File: src/design/fcf_pkg.sv
package fcf_pkg;

  localparam int TAPS_DEFAULT = 64;
  localparam int SAMPLE_W     = 24;
  localparam int COEF_W       = 18;
  localparam int TAP_IDX_W    = 6;
  localparam int PROD_W       = SAMPLE_W + COEF_W;
  localparam int ROUND_SHIFT  = 16;
  localparam int QUEUE_DEPTH  = 2;
  localparam int SAMPLE_MAX   = 8388607;
  localparam int SAMPLE_MIN   = -8388608;

  typedef enum logic {
    OP_SAMPLE = 1'b0,
    OP_LOAD   = 1'b1
  } op_e;

  typedef struct packed {
    op_e                         op;
    logic signed [SAMPLE_W-1:0]  sample;
    logic        [TAP_IDX_W-1:0] tap_idx;
    logic signed [COEF_W-1:0]    tap_val;
  } cmd_t;

endpackage

File: src/design/fcf_front.sv
module fcf_front #(
  parameter int TAPS = fcf_pkg::TAPS_DEFAULT
) (
  input  logic                                clk_i,
  input  logic                                rst_ni,
  input  logic                                clearing_i,
  input  logic                                in_valid_i,
  output logic                                in_ready_o,
  input  logic                                operation_i,
  input  logic signed [fcf_pkg::SAMPLE_W-1:0] sample_in_i,
  input  logic [fcf_pkg::TAP_IDX_W-1:0]       tap_index_i,
  input  logic signed [fcf_pkg::COEF_W-1:0]   tap_value_i,
  output logic                                push_valid_o,
  input  logic                                push_ready_i,
  output fcf_pkg::cmd_t                       push_cmd_o
);
  import fcf_pkg::*;

  logic vld_q, vld_d;
  cmd_t cmd_q, cmd_d;
  logic accept;
  logic keep;

  // loads aimed past the last tap are dropped here
  assign keep       = (operation_i == OP_SAMPLE) || (32'(tap_index_i) < 32'(TAPS));
  assign in_ready_o = !clearing_i && (!vld_q || push_ready_i);
  assign accept     = in_valid_i && in_ready_o;

  always_comb begin
    vld_d = vld_q;
    cmd_d = cmd_q;
    if (vld_q && push_ready_i) begin
      vld_d = 1'b0;
    end
    if (accept && keep) begin
      vld_d         = 1'b1;
      cmd_d.op      = op_e'(operation_i);
      cmd_d.sample  = sample_in_i;
      cmd_d.tap_idx = tap_index_i;
      cmd_d.tap_val = tap_value_i;
    end
  end

  always_ff @(posedge clk_i or negedge rst_ni) begin
    if (!rst_ni) begin
      vld_q <= 1'b0;
      cmd_q <= '0;
    end else begin
      vld_q <= vld_d;
      cmd_q <= cmd_d;
    end
  end

  assign push_valid_o = vld_q;
  assign push_cmd_o   = cmd_q;

endmodule

File: src/design/fcf_queue.sv
module fcf_queue (
  input  logic          clk_i,
  input  logic          rst_ni,
  input  logic          push_valid_i,
  output logic          push_ready_o,
  input  fcf_pkg::cmd_t push_cmd_i,
  output logic          pop_valid_o,
  input  logic          pop_ready_i,
  output fcf_pkg::cmd_t pop_cmd_o
);
  import fcf_pkg::*;

  localparam int PTR_W = (QUEUE_DEPTH > 1) ? $clog2(QUEUE_DEPTH) : 1;
  localparam int CNT_W = $clog2(QUEUE_DEPTH + 1);
  localparam logic [PTR_W-1:0] LAST_PTR = PTR_W'(QUEUE_DEPTH - 1);
  localparam logic [CNT_W-1:0] FULL_CNT = CNT_W'(QUEUE_DEPTH);

  cmd_t              entry_q [QUEUE_DEPTH];
  logic [PTR_W-1:0]  wr_ptr_q, rd_ptr_q;
  logic [CNT_W-1:0]  cnt_q;
  logic              push, pop;

  assign push_ready_o = (cnt_q != FULL_CNT);
  assign pop_valid_o  = (cnt_q != '0);
  assign push         = push_valid_i && push_ready_o;
  assign pop          = pop_valid_o && pop_ready_i;
  assign pop_cmd_o    = entry_q[rd_ptr_q];

  always_ff @(posedge clk_i or negedge rst_ni) begin
    if (!rst_ni) begin
      wr_ptr_q <= '0;
      rd_ptr_q <= '0;
      cnt_q    <= '0;
    end else begin
      if (push) begin
        wr_ptr_q <= (wr_ptr_q == LAST_PTR) ? '0 : wr_ptr_q + 1'b1;
      end
      if (pop) begin
        rd_ptr_q <= (rd_ptr_q == LAST_PTR) ? '0 : rd_ptr_q + 1'b1;
      end
      cnt_q <= cnt_q + CNT_W'(push) - CNT_W'(pop);
    end
  end

  always_ff @(posedge clk_i) begin
    if (push) begin
      entry_q[wr_ptr_q] <= push_cmd_i;
    end
  end

endmodule

File: src/design/fcf_back.sv
module fcf_back #(
  parameter int TAPS = fcf_pkg::TAPS_DEFAULT
) (
  input  logic                                clk_i,
  input  logic                                rst_ni,
  input  logic                                pop_valid_i,
  output logic                                pop_ready_o,
  input  fcf_pkg::cmd_t                       pop_cmd_i,
  output logic                                clearing_o,
  output logic                                out_valid_o,
  input  logic                                out_ready_i,
  output logic signed [fcf_pkg::SAMPLE_W-1:0] sample_out_o,
  output logic                                saturated_o
);
  import fcf_pkg::*;

  localparam int IDX_W = (TAPS > 1) ? $clog2(TAPS) : 1;
  localparam int CNT_W = $clog2(TAPS + 1);
  localparam int ACC_W = PROD_W + IDX_W + 1;
  localparam int RND_W = ACC_W - ROUND_SHIFT;
  localparam logic [IDX_W-1:0]        LAST_IDX = IDX_W'(TAPS - 1);
  localparam logic [CNT_W-1:0]        WARM_END = CNT_W'(TAPS);
  localparam logic signed [ACC_W-1:0] RND_BIAS = ACC_W'(1 << (ROUND_SHIFT - 1));
  localparam logic signed [RND_W-1:0] RND_MAX  = RND_W'(SAMPLE_MAX);
  localparam logic signed [RND_W-1:0] RND_MIN  = RND_W'(SAMPLE_MIN);

  typedef enum logic [2:0] {
    ST_CLEAR,
    ST_IDLE,
    ST_RUN,
    ST_DRAIN,
    ST_ROUND,
    ST_OUT
  } state_e;

  state_e state_q;

  logic signed [COEF_W-1:0]   coef_mem [TAPS];
  logic signed [SAMPLE_W-1:0] dly_mem  [TAPS];
  logic signed [COEF_W-1:0]   coef_rd_q;
  logic signed [SAMPLE_W-1:0] dly_rd_q;

  logic [IDX_W-1:0] clr_idx_q, newest_q, rd_idx_q, pos_q, newest_nxt;
  logic [CNT_W-1:0] warm_q;
  logic             rd_vld_q, rd_last_q, mul_vld_q, mul_last_q;
  logic signed [PROD_W-1:0] prod_q, mul_full;
  logic signed [ACC_W-1:0]  acc_q, rnd_sum;
  logic signed [RND_W-1:0]  rnd_q;

  logic                       out_valid_q, out_sat_q;
  logic signed [SAMPLE_W-1:0] out_sample_q;

  logic                       pop, coef_we, dly_we, rd_en, out_free, sat_hi, sat_lo;
  logic [IDX_W-1:0]           coef_wa;
  logic signed [COEF_W-1:0]   coef_wd;
  logic signed [SAMPLE_W-1:0] res;

  assign pop_ready_o = (state_q == ST_IDLE);
  assign pop         = pop_valid_i && pop_ready_o;
  assign clearing_o  = (state_q == ST_CLEAR);

  always_comb begin
    coef_we    = clearing_o || (pop && pop_cmd_i.op == OP_LOAD);
    coef_wa    = clearing_o ? clr_idx_q : IDX_W'(pop_cmd_i.tap_idx);
    coef_wd    = clearing_o ? '0 : pop_cmd_i.tap_val;
    dly_we     = pop && (pop_cmd_i.op == OP_SAMPLE);
    newest_nxt = (newest_q == LAST_IDX) ? '0 : newest_q + 1'b1;
    rd_en      = (state_q == ST_RUN);
    mul_full   = PROD_W'(dly_rd_q) * PROD_W'(coef_rd_q);
    rnd_sum    = acc_q + RND_BIAS;
    out_free   = !out_valid_q || out_ready_i;
    sat_hi     = (rnd_q > RND_MAX);
    sat_lo     = (rnd_q < RND_MIN);
    if (sat_hi) begin
      res = SAMPLE_W'(SAMPLE_MAX);
    end else if (sat_lo) begin
      res = SAMPLE_W'(SAMPLE_MIN);
    end else begin
      res = rnd_q[SAMPLE_W-1:0];
    end
  end

  // tap table and delay line, one port each
  always_ff @(posedge clk_i) begin
    if (coef_we) begin
      coef_mem[coef_wa] <= coef_wd;
    end
    if (rd_en) begin
      coef_rd_q <= coef_mem[rd_idx_q];
    end
  end

  always_ff @(posedge clk_i) begin
    if (dly_we) begin
      dly_mem[newest_nxt] <= pop_cmd_i.sample;
    end
    if (rd_en) begin
      dly_rd_q <= dly_mem[pos_q];
    end
  end

  always_ff @(posedge clk_i or negedge rst_ni) begin
    if (!rst_ni) begin
      state_q      <= ST_CLEAR;
      clr_idx_q    <= '0;
      newest_q     <= '0;
      warm_q       <= '0;
      rd_idx_q     <= '0;
      pos_q        <= '0;
      rd_vld_q     <= 1'b0;
      rd_last_q    <= 1'b0;
      mul_vld_q    <= 1'b0;
      mul_last_q   <= 1'b0;
      prod_q       <= '0;
      acc_q        <= '0;
      rnd_q        <= '0;
      out_valid_q  <= 1'b0;
      out_sample_q <= '0;
      out_sat_q    <= 1'b0;
    end else begin
      rd_vld_q   <= rd_en;
      rd_last_q  <= rd_en && (rd_idx_q == LAST_IDX);
      mul_vld_q  <= rd_vld_q;
      mul_last_q <= rd_last_q;
      prod_q     <= mul_full;
      if (mul_vld_q) begin
        acc_q <= acc_q + ACC_W'(prod_q);
      end

      unique case (state_q)
        ST_CLEAR: begin
          clr_idx_q <= clr_idx_q + 1'b1;
          if (clr_idx_q == LAST_IDX) begin
            state_q <= ST_IDLE;
          end
        end
        ST_IDLE: begin
          if (pop && pop_cmd_i.op == OP_SAMPLE) begin
            newest_q <= newest_nxt;
            if (warm_q < WARM_END) begin
              warm_q  <= warm_q + 1'b1;
              rnd_q   <= '0;
              state_q <= ST_OUT;
            end else begin
              acc_q    <= '0;
              rd_idx_q <= '0;
              pos_q    <= newest_nxt;
              state_q  <= ST_RUN;
            end
          end
        end
        ST_RUN: begin
          rd_idx_q <= rd_idx_q + 1'b1;
          pos_q    <= (pos_q == '0) ? LAST_IDX : pos_q - 1'b1;
          if (rd_idx_q == LAST_IDX) begin
            state_q <= ST_DRAIN;
          end
        end
        ST_DRAIN: begin
          if (mul_vld_q && mul_last_q) begin
            state_q <= ST_ROUND;
          end
        end
        ST_ROUND: begin
          rnd_q   <= rnd_sum[ACC_W-1:ROUND_SHIFT];
          state_q <= ST_OUT;
        end
        ST_OUT: begin
          if (out_free) begin
            state_q <= ST_IDLE;
          end
        end
        default: begin
          state_q <= ST_IDLE;
        end
      endcase

      if (state_q == ST_OUT && out_free) begin
        out_valid_q  <= 1'b1;
        out_sample_q <= res;
        out_sat_q    <= sat_hi || sat_lo;
      end else if (out_ready_i) begin
        out_valid_q <= 1'b0;
      end
    end
  end

  assign out_valid_o  = out_valid_q;
  assign sample_out_o = out_sample_q;
  assign saturated_o  = out_sat_q;

endmodule

File: src/design/fir_convolution_filter.sv
// channel | direction | handshake               | payload
// in      | to block  | in_valid_i / in_ready_o   | operation_i, sample_in_i, tap_index_i, tap_value_i
// out     | from block| out_valid_o / out_ready_i | sample_out_o, saturated_o
//
// a filtered sample runs in the engine on one shared multiply-accumulate, which
// walks the tap table and delay line one tap per cycle through single-port memories
// a coefficient load is written straight from idle, and a warm-up sample skips the mac
// after reset a clearing pass zeroes the tap table; in_ready_o stays low
// a two-beat queue parts intake from the engine, and the output register lets the
// engine finish the next beat while a result waits for out_ready_i
module fir_convolution_filter #(
  parameter int TAPS = fcf_pkg::TAPS_DEFAULT
) (
  input  logic                                clk_i,
  input  logic                                rst_ni,
  input  logic                                in_valid_i,
  output logic                                in_ready_o,
  input  logic                                operation_i,
  input  logic signed [fcf_pkg::SAMPLE_W-1:0] sample_in_i,
  input  logic [fcf_pkg::TAP_IDX_W-1:0]       tap_index_i,
  input  logic signed [fcf_pkg::COEF_W-1:0]   tap_value_i,
  output logic                                out_valid_o,
  input  logic                                out_ready_i,
  output logic signed [fcf_pkg::SAMPLE_W-1:0] sample_out_o,
  output logic                                saturated_o
);
  import fcf_pkg::*;

  // intake to queue
  logic push_valid, push_ready;
  cmd_t push_cmd;
  // queue to engine
  logic pop_valid, pop_ready;
  cmd_t pop_cmd;
  // engine busy zeroing the tap table
  logic clearing;

  // intake stage: registers the beat and drops loads past the last tap
  fcf_front #(
    .TAPS (TAPS)
  ) u_front (
    .clk_i        (clk_i),
    .rst_ni       (rst_ni),
    .clearing_i   (clearing),
    .in_valid_i   (in_valid_i),
    .in_ready_o   (in_ready_o),
    .operation_i  (operation_i),
    .sample_in_i  (sample_in_i),
    .tap_index_i  (tap_index_i),
    .tap_value_i  (tap_value_i),
    .push_valid_o (push_valid),
    .push_ready_i (push_ready),
    .push_cmd_o   (push_cmd)
  );

  // short decoupling queue
  fcf_queue u_queue (
    .clk_i        (clk_i),
    .rst_ni       (rst_ni),
    .push_valid_i (push_valid),
    .push_ready_o (push_ready),
    .push_cmd_i   (push_cmd),
    .pop_valid_o  (pop_valid),
    .pop_ready_i  (pop_ready),
    .pop_cmd_o    (pop_cmd)
  );

  // engine: tap writes, delay line, mac, rounding, saturation and output register
  fcf_back #(
    .TAPS (TAPS)
  ) u_back (
    .clk_i        (clk_i),
    .rst_ni       (rst_ni),
    .pop_valid_i  (pop_valid),
    .pop_ready_o  (pop_ready),
    .pop_cmd_i    (pop_cmd),
    .clearing_o   (clearing),
    .out_valid_o  (out_valid_o),
    .out_ready_i  (out_ready_i),
    .sample_out_o (sample_out_o),
    .saturated_o  (saturated_o)
  );

endmodule

File: config.mk
export PLATFORM = sky130hd
export DESIGN_NAME = fir_convolution_filter
export DESIGN_NICKNAME = d
export VERILOG_FILES = /design/src/design/fcf_pkg.sv /design/src/design/fcf_front.sv /design/src/design/fcf_queue.sv /design/src/design/fcf_back.sv /design/src/design/fir_convolution_filter.sv
export SDC_FILE = /design/constraint.sdc
export NUM_CORES = 2
export LEC_CHECK = 0
export BUFFER_PORTS_ARGS = -buffer_cell sky130_fd_sc_hd__buf_2
export CAP_MARGIN = 15
export CORE_ASPECT_RATIO = 1.4
export CORE_UTILIZATION = 57
export CTS_BUF_LIST = sky130_fd_sc_hd__clkbuf_4 sky130_fd_sc_hd__clkbuf_8 sky130_fd_sc_hd__clkbuf_16
export DETAILED_ROUTE_END_ITERATION = 10
export PLACE_DENSITY_LB_ADDON = 0.1
export SLEW_MARGIN = 20
export SYNTH_ARGS = -nofsm -noshare
export SYNTH_HDL_FRONTEND = slang
export SYNTH_SLANG_ARGS = --single-unit
File: constraint.sdc
create_clock -name clk_i -period 5.95 [get_ports clk_i]
set_input_delay 0.2975 -clock clk_i [delete_from_list [all_inputs] [get_ports clk_i]]
set_output_delay 0.2975 -clock clk_i [all_outputs]
set_load 0.01 [all_outputs]
# --- Word level (Yosys, flattened, before mapping) ---
# Memories as Yosys holds them, arrays and structs flattened. A register that Yosys moved wholly into a read port is not among the register bits.
# Index checks and enable logic that the tools add are counted.
totals:
  regBits: 242
  ramBits: 2786
  in_bits: 53
  mem_count: 3
classes:
  add_sub_neg: 11
  multipliers: 1
  order_cmp: 3
  eq_ne: 16
  mux: 38
  bitwise: 1
  n_reduce_logical: 28
mem_list:
  columns: ["memory", "depth", "word_bits", "rd", "rd_ports_with_merged_regs", "wr", "line_no", "text"]
  rows:
  - ["u_back.dly_mem", 64, 24, 1, 1, 1, "fcf_back.sv:39", "logic signed [SAMPLE_W-1:0] dly_mem [TAPS];"]
  - ["u_back.coef_mem", 64, 18, 1, 1, 1, "fcf_back.sv:38", "logic signed [COEF_W-1:0] coef_mem [TAPS];"]
  - ["u_queue.entry_q", 2, 49, 1, 0, 1, "fcf_queue.sv:18", "cmd_t entry_q [QUEUE_DEPTH];"]
op_table:
  columns: ["cell", "n"]
  rows:
  - ["$mux W49", 4]
  - ["$mux W33", 2]
  - ["$pmux W33 S2", 1]
  - ["$add A49 B17 Y49 const B", 1]
  - ["$add A49 B42 Y49", 1]
  - ["$mux W24", 2]
  - ["$mul A24 B18 Y42", 1]
  - ["$mux W6", 7]
  - ["$gt A33 B24 Y1 const B", 1]
  - ["$lt A33 B24 Y1 const B", 1]
  - ["$pmux W6 S2", 2]
  - ["$add A6 B1 Y6 const B", 3]
  - ["$eq A6 B6 Y1 const B", 3]
  - ["$mux W18", 1]
  - ["$mux W3", 6]
  - ["$pmux W3 S6", 1]
  - ["$mux W1", 12]
  - ["$ne A2 B2 Y1 const B", 6]
  - ["$reduce_bool A2 Y1", 5]
  - ["$logic_and A1 B1 Y1", 9]
  - ["$reduce_and A3 Y1", 3]
  - ["$add A7 B1 Y7 const B", 1]
  - ["$lt A7 B7 Y1 const B", 1]
  - ["$eq A3 B2 Y1 const B", 2]
  - ["14 further kinds", 22]

# --- Longest topological paths before layout ---
depth:
  depth_word: 6
  mapped_depth: 26
  mapped_depth_nobuf: 25

# --- By module ---
# A second synthesis with hierarchy kept.
unflattened:
  hier_cells: 7352
  area_unflattened_um2: 135583.8
modules_own_cells:
  columns: ["module", "instances", "cells_per_inst", "area_each_um2"]
  rows:
  - ["fcf_back", 1, 7068, 129870.8]
  - ["fcf_queue", 1, 175, 3774.9]
  - ["fcf_front", 1, 109, 1938.1]

# --- Worst setup path after synthesis ---
# Ideal clock, no wire load.
synth_timing:
  path_kind: "reg-to-reg"
  from: "reg u_back.dly_rd_q[13] (read register of u_back.dly_mem)"
  to: "reg u_back.prod_q[41]"
  setup_time_ns: 0.130
  arrival_time_ns: 6.056
  required_ns: 5.820
  setup_slack_ns: -0.236
  path_stages_with_launch: 25
  path_cell_list: "edfxtp_1 > clkbuf_1 > clkbuf_1 > nand2_1 > fa_1 > inv_1 > fa_1 > inv_1 > fa_1 > inv_1 > fa_1 > fa_1 > inv_1 > fa_1 > inv_1 > ha_1 > a21o_1 > a31o_2 > a31o_2 > o21ai_2 > o31ai_1 > a31oi_2 > a311oi_1 > o41ai_2 > xnor2_1"
synth_via:
  elab_chain_cells: 1
synth_rtl:
  columns: ["item", "line_no", "text"]
  rows:
  - ["start: declaration", "fcf_back.sv:41", "logic signed [SAMPLE_W-1:0] dly_rd_q;"]
  - ["$mul A24 B18 Y42", "fcf_back.sv:69", "mul_full = PROD_W'(dly_rd_q) * PROD_W'(coef_rd_q);"]
  - ["via u_back.mul_full[41]", "fcf_back.sv:46", "logic signed [PROD_W-1:0] prod_q, mul_full;"]
  - ["end signal: assignment", "fcf_back.sv:125", "prod_q <= mul_full;"]
  - ["end: declaration", "fcf_back.sv:46", null]
# The timed path passes the listed nets, and every way through them passes these cells.
# A chain may end at the register's enable or synchronous reset.

# --- Worst setup path after layout ---
layout_timing:
  from: "reg u_back.coef_rd_q[6] (read register of u_back.coef_mem)"
  to: "reg u_back.prod_q[41]"
layout_via:
  elab_chain_cells: 1
layout_rtl:
  columns: ["item", "line_no", "text"]
  rows:
  - ["start: declaration", "fcf_back.sv:40", "logic signed [COEF_W-1:0] coef_rd_q;"]
  - ["$mul A24 B18 Y42", "fcf_back.sv:69", null]
  - ["via u_back.mul_full[41]", "fcf_back.sv:46", null]
# The timed path passes the listed nets, and every way through them passes these cells.

==> flow_summary_export.csv <==
group,metric,value,unit
placed_design,post-place-ws,-313,ps
yosys,syn_area,135000,um^2
pwr,p_clk_share,35.0,%
pwr,sequentialPowerShare,52.0,%
global_routing,grt_remaining_overflow,0,
die,dieArea,239000,um^2
clocking,clkSlewWorstSetupHoldPaths,60,ps
routing,vias,69300,
global_routing,grt_max_degree,150,
sta,hold_viol,0,
worst_setup_path,cp_common_cell,"fa_1",
yosys,ys_warn_count,0,
yosys,seq_area_frac_synth,67.3,%
global_routing,antenna_found_initial,9,
placed_design,place_hpwl,207000,um
worst_setup_path,cp-start-kind,"flop",
pwr,p_leak,52.4,nW
clocking,clockBufferDepth,4,
routing,drt-vias-per-instance,6.19,
placed_design,portBuffers,79,
cells_and_area,drive_gt1_share,27.1,%
pwr,combPwrFrac,13.0,%
worst_setup_path,required,6610,ps
worst_setup_path,r2r_cells,23,
worst_setup_path,reg2reg_to,"u_back.prod_q[41]",
pwr,p_total,54.5,mW
die,core_area,236000,um^2
cells_and_area,final-seq-area,91000,um^2
clocking,tritoncts,"built",
routing,wl_per_cell,29.9,um
pwr,peakVddDrop,0.356,mV
yosys,synth_nets,7952,
routing,drt-total-wl,334000,um
clocking,root_buffer,"clkbuf_16",
yosys,synth_edf_count,2828,
run_status,violations,"negative setup slack",
global_routing,first_global_vias,73400,
min_path,hold_path.class,"input pin to asynchronous set/reset pin",
sta,finClkSkew,102,ps
die,rows,211,
die,dieWidth,413,um
worst_setup_path,path_max_fanout,7,
worst_setup_path,critPathKind,"flop to flop",
cells_and_area,area_growth,13.7,%
cells_and_area,nFillCells,16100,
clocking,h-tree-depth,5,
routing,drt_iter0_drc,6603,
sta,setup_ws,-186,ps
clocking,cts_sinks,3070,
sta,setup_tns,-708,ps
yosys,synthMuxAreaShare,15.3,%
cells_and_area,design_area,154000,um^2
yosys,ys_async_sr_fraction,7.88,%
worst_setup_path,end_kind,"flop",
worst_setup_path,cpMaxStageDelayCell,"fa_1",
die,initial_utilization,57.3,%
routing,drc,0,
run,maxCapViolCount,0,
yosys,synth_cells,7311,
placed_design,place_congestion,0.876,
global_routing,grt_pass1_wl,492000,um
clocking,clk_latency,870,ps
yosys,ys.flop_type,"edfxtp_1",
yosys,avgSynthCellArea,18.5,um^2
sta,finalCritPeriodShare,103,%
yosys,synth_xor_area_share,0.875,%
sta,relSlewSlack,23.1,%
clocking,cts_buffers,292,
routing,ant_nets,0,
sta,worst_pin_slew,1150,ps
die,die_h,578,um
pwr,pwr_density_cell,355,nW/um^2
sta,fin_crit,6140,ps
run_status,status,"complete, but fails checks",
yosys,synth-seq-cells,3070,
pwr,p_switching,14.0,mW
sta,grt_setup_unrepaired,"yes",
worst_setup_path,regToRegSetupSlack,-190,ps
yosys,synth_compound_gate_area_share,2.40,%
sta,finalSetupViolations,7,
worst_setup_path,crit_chain,"buf_6, and2_4, fa_1, inv_2, fa_2, fa_2, fa_1, inv_1, fa_1, inv_1, fa_1, inv_2, ha_4, nand2_2, o21ai_2, a31o_2, a31o_4, o21ai_4, o31ai_4, a31oi_4, a311oi_4, o41ai_2, xnor2_1",
cells_and_area,fin_nets,8507,
sta,fmax,163,MHz
yosys,synth_top_family_by_area,"multiplexers",
cells_and_area,multi_input_comb_area,41700,um^2
die,ios,80,
yosys,yosysUniqueCellTypes,88,
global_routing,grt_use_total,28.7,%
worst_setup_path,worstPathArrival,6800,ps
worst_setup_path,slowest_delay,550,ps
yosys,synth_fa_ha_area_share,7.81,%
yosys,synthSimpleGateAreaFrac,3.68,%
pwr,swShare,25.7,%
routing,drt_pass1_iterations,5,
placed_design,place_area,142000,um^2
sta,finalMaxSlewViolations,0,
worst_setup_path,r2r-start,"u_back.coef_rd_q[6]",
pwr,p_int,40.5,mW
## cell usage in the layout, fill, tap and decap left out, types with 65 or more instances in the layout
| cell | count |
|---|---|
| o21ai_0 | 75 |
| buf_4 | 398 |
| nor2_1 | 204 |
| mux2_2 | 81 |
| and2_1 | 153 |
| mux2i_1 | 134 |
| nand2_1 | 427 |
| mux4_2 | 820 |
| inv_1 | 518 |
| edfxtp_1 | 2828 |
| nor2_2 | 73 |
| a21oi_1 | 118 |
| buf_2 | 78 |
| clkbuf_16 | 300 |
| dfrtp_1 | 232 |
| a21o_1 | 65 |
| clkbuf_4 | 70 |
| xnor2_1 | 81 |
| ha_1 | 147 |
| fa_1 | 411 |
## worst max-delay path: cells and delay by family (launching register included)
kind	cells	cell delay, ps
XOR/XNOR	1	140
AO/OA/AOI/OAI	8	1470
adder cells (fa/ha/maj)	7	3280
AND/OR/NAND/NOR	2	210
buffers and inverters	5	380
flip-flops	1	470
## per-stage QoR
stage / util [%] / hold WS [ps] / cells
CTS: 65.0 / 26.0 / 11200
floorplan: - / 1.91 / 7311
finish: 65.2 / 74.8 / 11200
global route: 65.2 / 57.0 / 11200
global placement: 60.4 / 282 / 10600
detailed placement: 60.4 / 287 / 10600
## synthesized netlist by cell type (4+ instances only)
cell         n  area (um^2)
nand4_1     26          163
mux2i_1    134         1340
o21ai_1     42          210
and4_1       7         61.3
a21oi_1    139          696
clkbuf_1   232          871
xnor2_1     83          727
o22ai_1      7         43.8
ha_1       162         2030
o21a_1      15          113
dfrtp_1    242         6060
a221oi_1    28          245
o221ai_1    11         96.3
nand3b_1     4         30.0
a211o_1      6         52.6
xor2_1      52          455
a21o_1      65          488
a21o_2       4         35.0
nand2_1    435         1630
o21bai_1    11         82.6
buf_2       53          265
and2_1     158          988
fa_1       426         8530
nor3_1      21          105
inv_1      531         1990
mux2_2      82          923
or3_1        5         31.3
nand2b_1    23          144
nor2b_1     17          106
buf_1       53          199
mux4_2     820        18500
a211oi_1    15          113
a31oi_1      9         56.3
buf_6        6         67.6
nor2_1     315         1180
and3_1      14         87.6
or2_2        5         31.3
nand3_1     51          255
o31ai_1      8         60.1
o21ai_0     80          400
o211ai_1     5         37.5
edfxtp_1  2828        84900
a22oi_1     15          113
## worst max-delay path by stage
stage / from / endpoint / slack (ps) / cells past startpoint
after floorplan: u_back.coef_rd_q[0] / u_back.prod_q[41] / -4 / 21
after detailed placement: u_back.coef_rd_q[6] / u_back.prod_q[40] / -310 / 23
after global placement: u_back.coef_rd_q[6] / u_back.prod_q[40] / -240 / 22
after global routing: u_back.dly_rd_q[23] / u_back.prod_q[41] / -390 / 22
final: u_back.coef_rd_q[6] / u_back.prod_q[41] / -190 / 23
after CTS: u_back.coef_rd_q[6] / u_back.prod_q[41] / -150 / 23
## sequential cells by signal, summed over array words and instances (netlist names), 3 cells and up
signal,flops
u_back.dly_rd_q,24
u_back.sample_out_o,24
u_back.coef_rd_q,18
u_back.warm_q,7
u_back.state_q,3
u_back.rd_idx_q,6
u_back.prod_q,42
u_back.acc_q,49
u_back.rnd_q,33
u_back.coef_mem,1152
u_back.newest_q,6
u_back.dly_mem,1536
u_back.pos_q,6
u_back.clr_idx_q,6
u_queue.entry_q,98
u_front.push_cmd_o,49
## cell families after synthesis
group,after synthesis
flip-flops,3070
AND/OR/NAND/NOR,1100
multiplexers,1036
buffers and inverters,882
adder cells (fa/ha/maj),588
AO/OA/AOI/OAI,500
XOR/XNOR,135
## layer usage
layer / vias to the layer above / track usage [%] / wire [um]
li1: 29200 / - / -
met1: 37000 / 36.3 / 124000
met2: 2489 / 50.5 / 176000
met3: 602 / 4.15 / 20000
met4: 2 / 10.4 / 13800
met5: - / 0 / 13
## cell type report
type	count	area share [%]
inverter	533	1.30
sequential	3070	59.2
multi-input combinational	3359	27.2
timing repair buffer	610	3.36
clock inverter	145	1.07
clock buffer	380	5.32
antenna	6	0.00977
tap	3088	2.52
## power by group through the flow
stage | clock network (mW) | logic [mW] | registers (mW)
after floorplan | 0 | 3.46 | 28.6
after global placement | 0 | 6.72 | 28.7
after detailed placement | 0 | 7.02 | 28.8
after CTS | 19.4 | 7.08 | 28.3
after global routing | 20.1 | 7.50 | 28.4
final | 19.1 | 7.08 | 28.3
## timing repair
item | CTS | global route
hold endpoints to repair | 96 | 0
buffers inserted | 19 | 9
pin swaps | 49 | 45
setup endpoints to repair | 12 | 21
cloned | 1 | 0
resized for setup | 65 | 69
hold buffers | 63 | 0
Note: power is estimated with default switching activity, not from simulation.
